File: src/lzw14_ram.sv
// Simple dual-port RAM with one write port and one registered read port.
// Generic storage used for history and token tables; no dependencies.
module lzw14_ram #(
  parameter int unsigned DW = 8,
  parameter int unsigned AW = 8
) (
  input  logic          clk_i,
  input  logic          we_i,
  input  logic [AW-1:0] waddr_i,
  input  logic [DW-1:0] wdata_i,
  input  logic          re_i,
  input  logic [AW-1:0] raddr_i,
  output logic [DW-1:0] rdata_o
);

  logic [DW-1:0] mem [2**AW];

  always_ff @(posedge clk_i) begin
    if (we_i) begin
      mem[waddr_i] <= wdata_i;
    end
    if (re_i) begin
      rdata_o <= mem[raddr_i];
    end
  end

endmodule

File: config.mk
export PLATFORM = sky130hd
export DESIGN_NAME = lzw14_ram
export DESIGN_NICKNAME = d
export VERILOG_FILES = /design/src/lzw14_ram.sv
export SDC_FILE = /design/constraint.sdc
export NUM_CORES = 2
export LEC_CHECK = 0
export BUFFER_PORTS_ARGS = -buffer_cell sky130_fd_sc_hd__buf_4
export CORE_MARGIN = 3
export CORE_UTILIZATION = 50
export DETAILED_ROUTE_END_ITERATION = 12
export MAX_ROUTING_LAYER = met4
export PLACE_DENSITY_LB_ADDON = 0.1
export SKIP_CTS_REPAIR_TIMING = 1
export SYNTH_ARGS = -nofsm -noshare
export SYNTH_HDL_FRONTEND = slang
export SYNTH_SLANG_ARGS = --single-unit
File: constraint.sdc
create_clock -name clk_i -period 2.2 [get_ports clk_i]
set_input_delay 0.22 -clock clk_i [delete_from_list [all_inputs] [get_ports clk_i]]
set_output_delay 0.22 -clock clk_i [all_outputs]
set_load 0.02 [all_outputs]
==> run metrics <==
status=finished, violations left; failing checks=negative setup slack; post-layout min period=~2.5 ns; Pre-antenna DRT Iters=5; r2r worst-path depth=6; post-route setup slack=-0.348 ns; clk_skew=0.0273 ns; Root Driver=clkbuf_16; prevailing post-synth register cell=edfxtp_1; period utilisation layout=116%; worst reg2reg setup slack=-0.35 ns; part of the Yosys area used for sequential elements=between 70 and 80%; Synth area leaders=edfxtp_1 (78%), mux4_2 (13%), mux2i_1 (1.7%); Fin. Hold Viols=0; Mapped Cells=around 3700; H-tree depth=4; area grow syn2layout=18.8%; width of the die=just over 400 um; IO Port Bufs=34; max incr delay on CP=~0.52 ns; num ports=35; list of most frequent post-synthesis cells=edfxtp_1 (2056), mux4_2 (454), nor2_1 (282); Core Box Area=157000 um^2; DR vias/cell=approximately 6; cell mode on critical path=mux4_2; Die Y=between 400 and 500 um; Crit Path Max Fanout=1; layout cells sized above 1=33.4%; worst r2r src=mem[139][4]$_DFFE_PP_; gpl congestion=~0.87; Routed Antenna Nets=0; CP startpoint=mem[139][4]$_DFFE_PP_; FFs w/ async S/R, synth=0%; vias in the first global route=between 40000 and 50000; Syn Area/Cell=approximately 21 um^2; required time at the worst-slack endpoint=2.73 ns; Critical Path AT=about 3.1 ns; worst hold path type=primary input to flip-flop; CTS Buf Count=between 200 and 250; Synthesized Nets=around 3800; via count=between 40000 and 50000; Crit path max-delay family=multiplexers; Peak VDD IR=a little over 0.0007 V; clk_lat worst skew=just over 0.8 ns; Buf/Inv on CP=0; end point of the critical path=rdata_o[4]$_DFFE_PP_; std cell rows=between 100 and 150; FMAX=392 MHz; number of synthesized register bits=2056; cells along the critical path=mux4_2 -> mux4_2 -> nor2_4 -> a2111oi_2 -> nor3_4 -> nor4_2; cell at the slowest stage of the critical path=mux4_2; per-cell routed wire length=30.8 um; CTS clock-pin slew for the worst setup and hold paths=0.06 ns; CTS max path bufs=3; slew margin rel.=33.9%; top cell type's share of synthesized area=77.5%; leak pwr=30.8 nW; Iteration-0 DRC Markers=roughly 4800; # clock sinks=~2100; cell with the most instances after synthesis=edfxtp_1; DRC=0; Global Route Usage Sum=between 20% and 30%; die area=approximately 160000 um^2; pwr dens=about 870 nW/um^2; largest net degree at the start of global routing=101; Final Max Slew Viols=0; YS warnings=0; final WL=about 210 mm; initial antenna violation count=12; TritonCTS clock tree=built; first-pass GRT wire length=298 mm; critical path depth=6; RSZ-0062 raised after global routing=true; worst flop-to-flop path endpoint=rdata_o[4]$_DFFE_PP_; placed wire-length estimate=138 mm; Worst setup SP type=flip-flop; final setup violating endpoints=8; Netlist cell types=54; Starting Density=about half; Slew @ Worst Pin=slightly below 1 ns; Total Nets Final=4489; Setup CP Type=flip-flop to flip-flop; Finished Cell Area=94600 um^2; Worst setup EP type=flip-flop; dpl cells=between 6000 and 7000; Finished Layout Cells=roughly 6700; leading area contributor after synthesis=edfxtp_1; Placed Area=slightly below 90000 um^2; Mapped Area=79600 um^2; GRT Residual Overflow=0; Post-synth EDFFs=2056; max-cap violations=0
[per-stage QoR]
step	TNS, ns	utilization [%]	total power [mW]	setup WS (ns)	hold slack, ns
2_1_floorplan	-0.0270	-	46.2	-0.0102	0.319
3_3_place_gp	-11.94	55.7	48.6	-2.09	0.645
3_5_place_dp	-10.80	55.7	48.7	-1.71	0.649
4_1_cts	-4.96	59.9	82.5	-1.03	-0.221
5_1_grt	-1.93	60.1	84.5	-0.345	0.0108
6_report	-1.56	60.1	82.0	-0.348	0.0283
[cell type report]
type / instances / area [um^2]
well taps: 2058 / 2570
multi-input cells: 1442 / 16800
clock buffers: 254 / 5380
fillers: 10998 / 62700
inverters: 2 / 7.51
flip-flops and latches: 2056 / 61700
clock inverters: 123 / 1190
repair buffers: 755 / 6850
diodes: 13 / 32.5
[power breakdown]
group | internal, mW | total [mW] | switching [mW]
Combinational | 1.92 | 4.71 | 2.79
Clock | 19.6 | 34.1 | 14.5
Sequential | 43.2 | 43.3 | 0.0587
Total | 64.7 | 82.0 | 17.4
[cell usage in the layout, fill, tap and decap left out, drive strengths merged, types with 6 or more instances in the layout]
| cell type | n |
|---|---|
| mux4 | 456 |
| bufinv | 19 |
| a22oi | 133 |
| nand3 | 34 |
| a22o | 8 |
| a221oi | 14 |
| and2 | 6 |
| buf | 740 |
| o22ai | 28 |
| clkinvlp | 7 |
| o211ai | 10 |
| diode | 13 |
| a21oi | 96 |
| mux2i | 134 |
| nor3 | 22 |
| nand2 | 33 |
| a211oi | 16 |
| nor2 | 282 |
| edfxtp | 2056 |
| dlygate4sd3 | 7 |
| nand4 | 10 |
| nand2b | 8 |
| clkinv | 94 |
| nor2b | 31 |
| clkbuf | 262 |
| nor4 | 27 |
| o21ai | 12 |
| o221ai | 47 |
[metal layers]
layer / GRT usage (%) / vias up / routed length, um
li1: - / 17209 / -
met1: 35.5 / 21806 / 82800
met2: 41.3 / 1730 / 101000
met3: 4.96 / 319 / 16200
met4: 7.46 / 0 / 5900
met5: - / - / 0
[how the worst min path moves through the flow]
stage                          start                    end  slack [ns]  depth (start not counted)
final                     wdata_i[6]  mem[202][6]$_DFFE_PP_        0.03                          1
after global routing      wdata_i[6]  mem[202][6]$_DFFE_PP_        0.01                          1
after CTS                       re_i   rdata_o[0]$_DFFE_PP_       -0.22                          1
after detailed placement        re_i   rdata_o[4]$_DFFE_PP_        0.65                          1
after global placement    wdata_i[7]  mem[148][7]$_DFFE_PP_        0.65                          1
after floorplan           wdata_i[0]    mem[0][0]$_DFFE_PP_        0.32                          0
[state kept, by name, indices dropped and copies added, names as in the netlist]
register / count
mem: 2048
rdata_o: 8
[cells by family after synthesis]
kind of cell / synth area share, %
compound gates: 3.42
buf+inv: 1.83
flops: 77.5
mux: 14.6
simple gates: 2.63
Note: power is estimated with default switching activity, not from simulation.
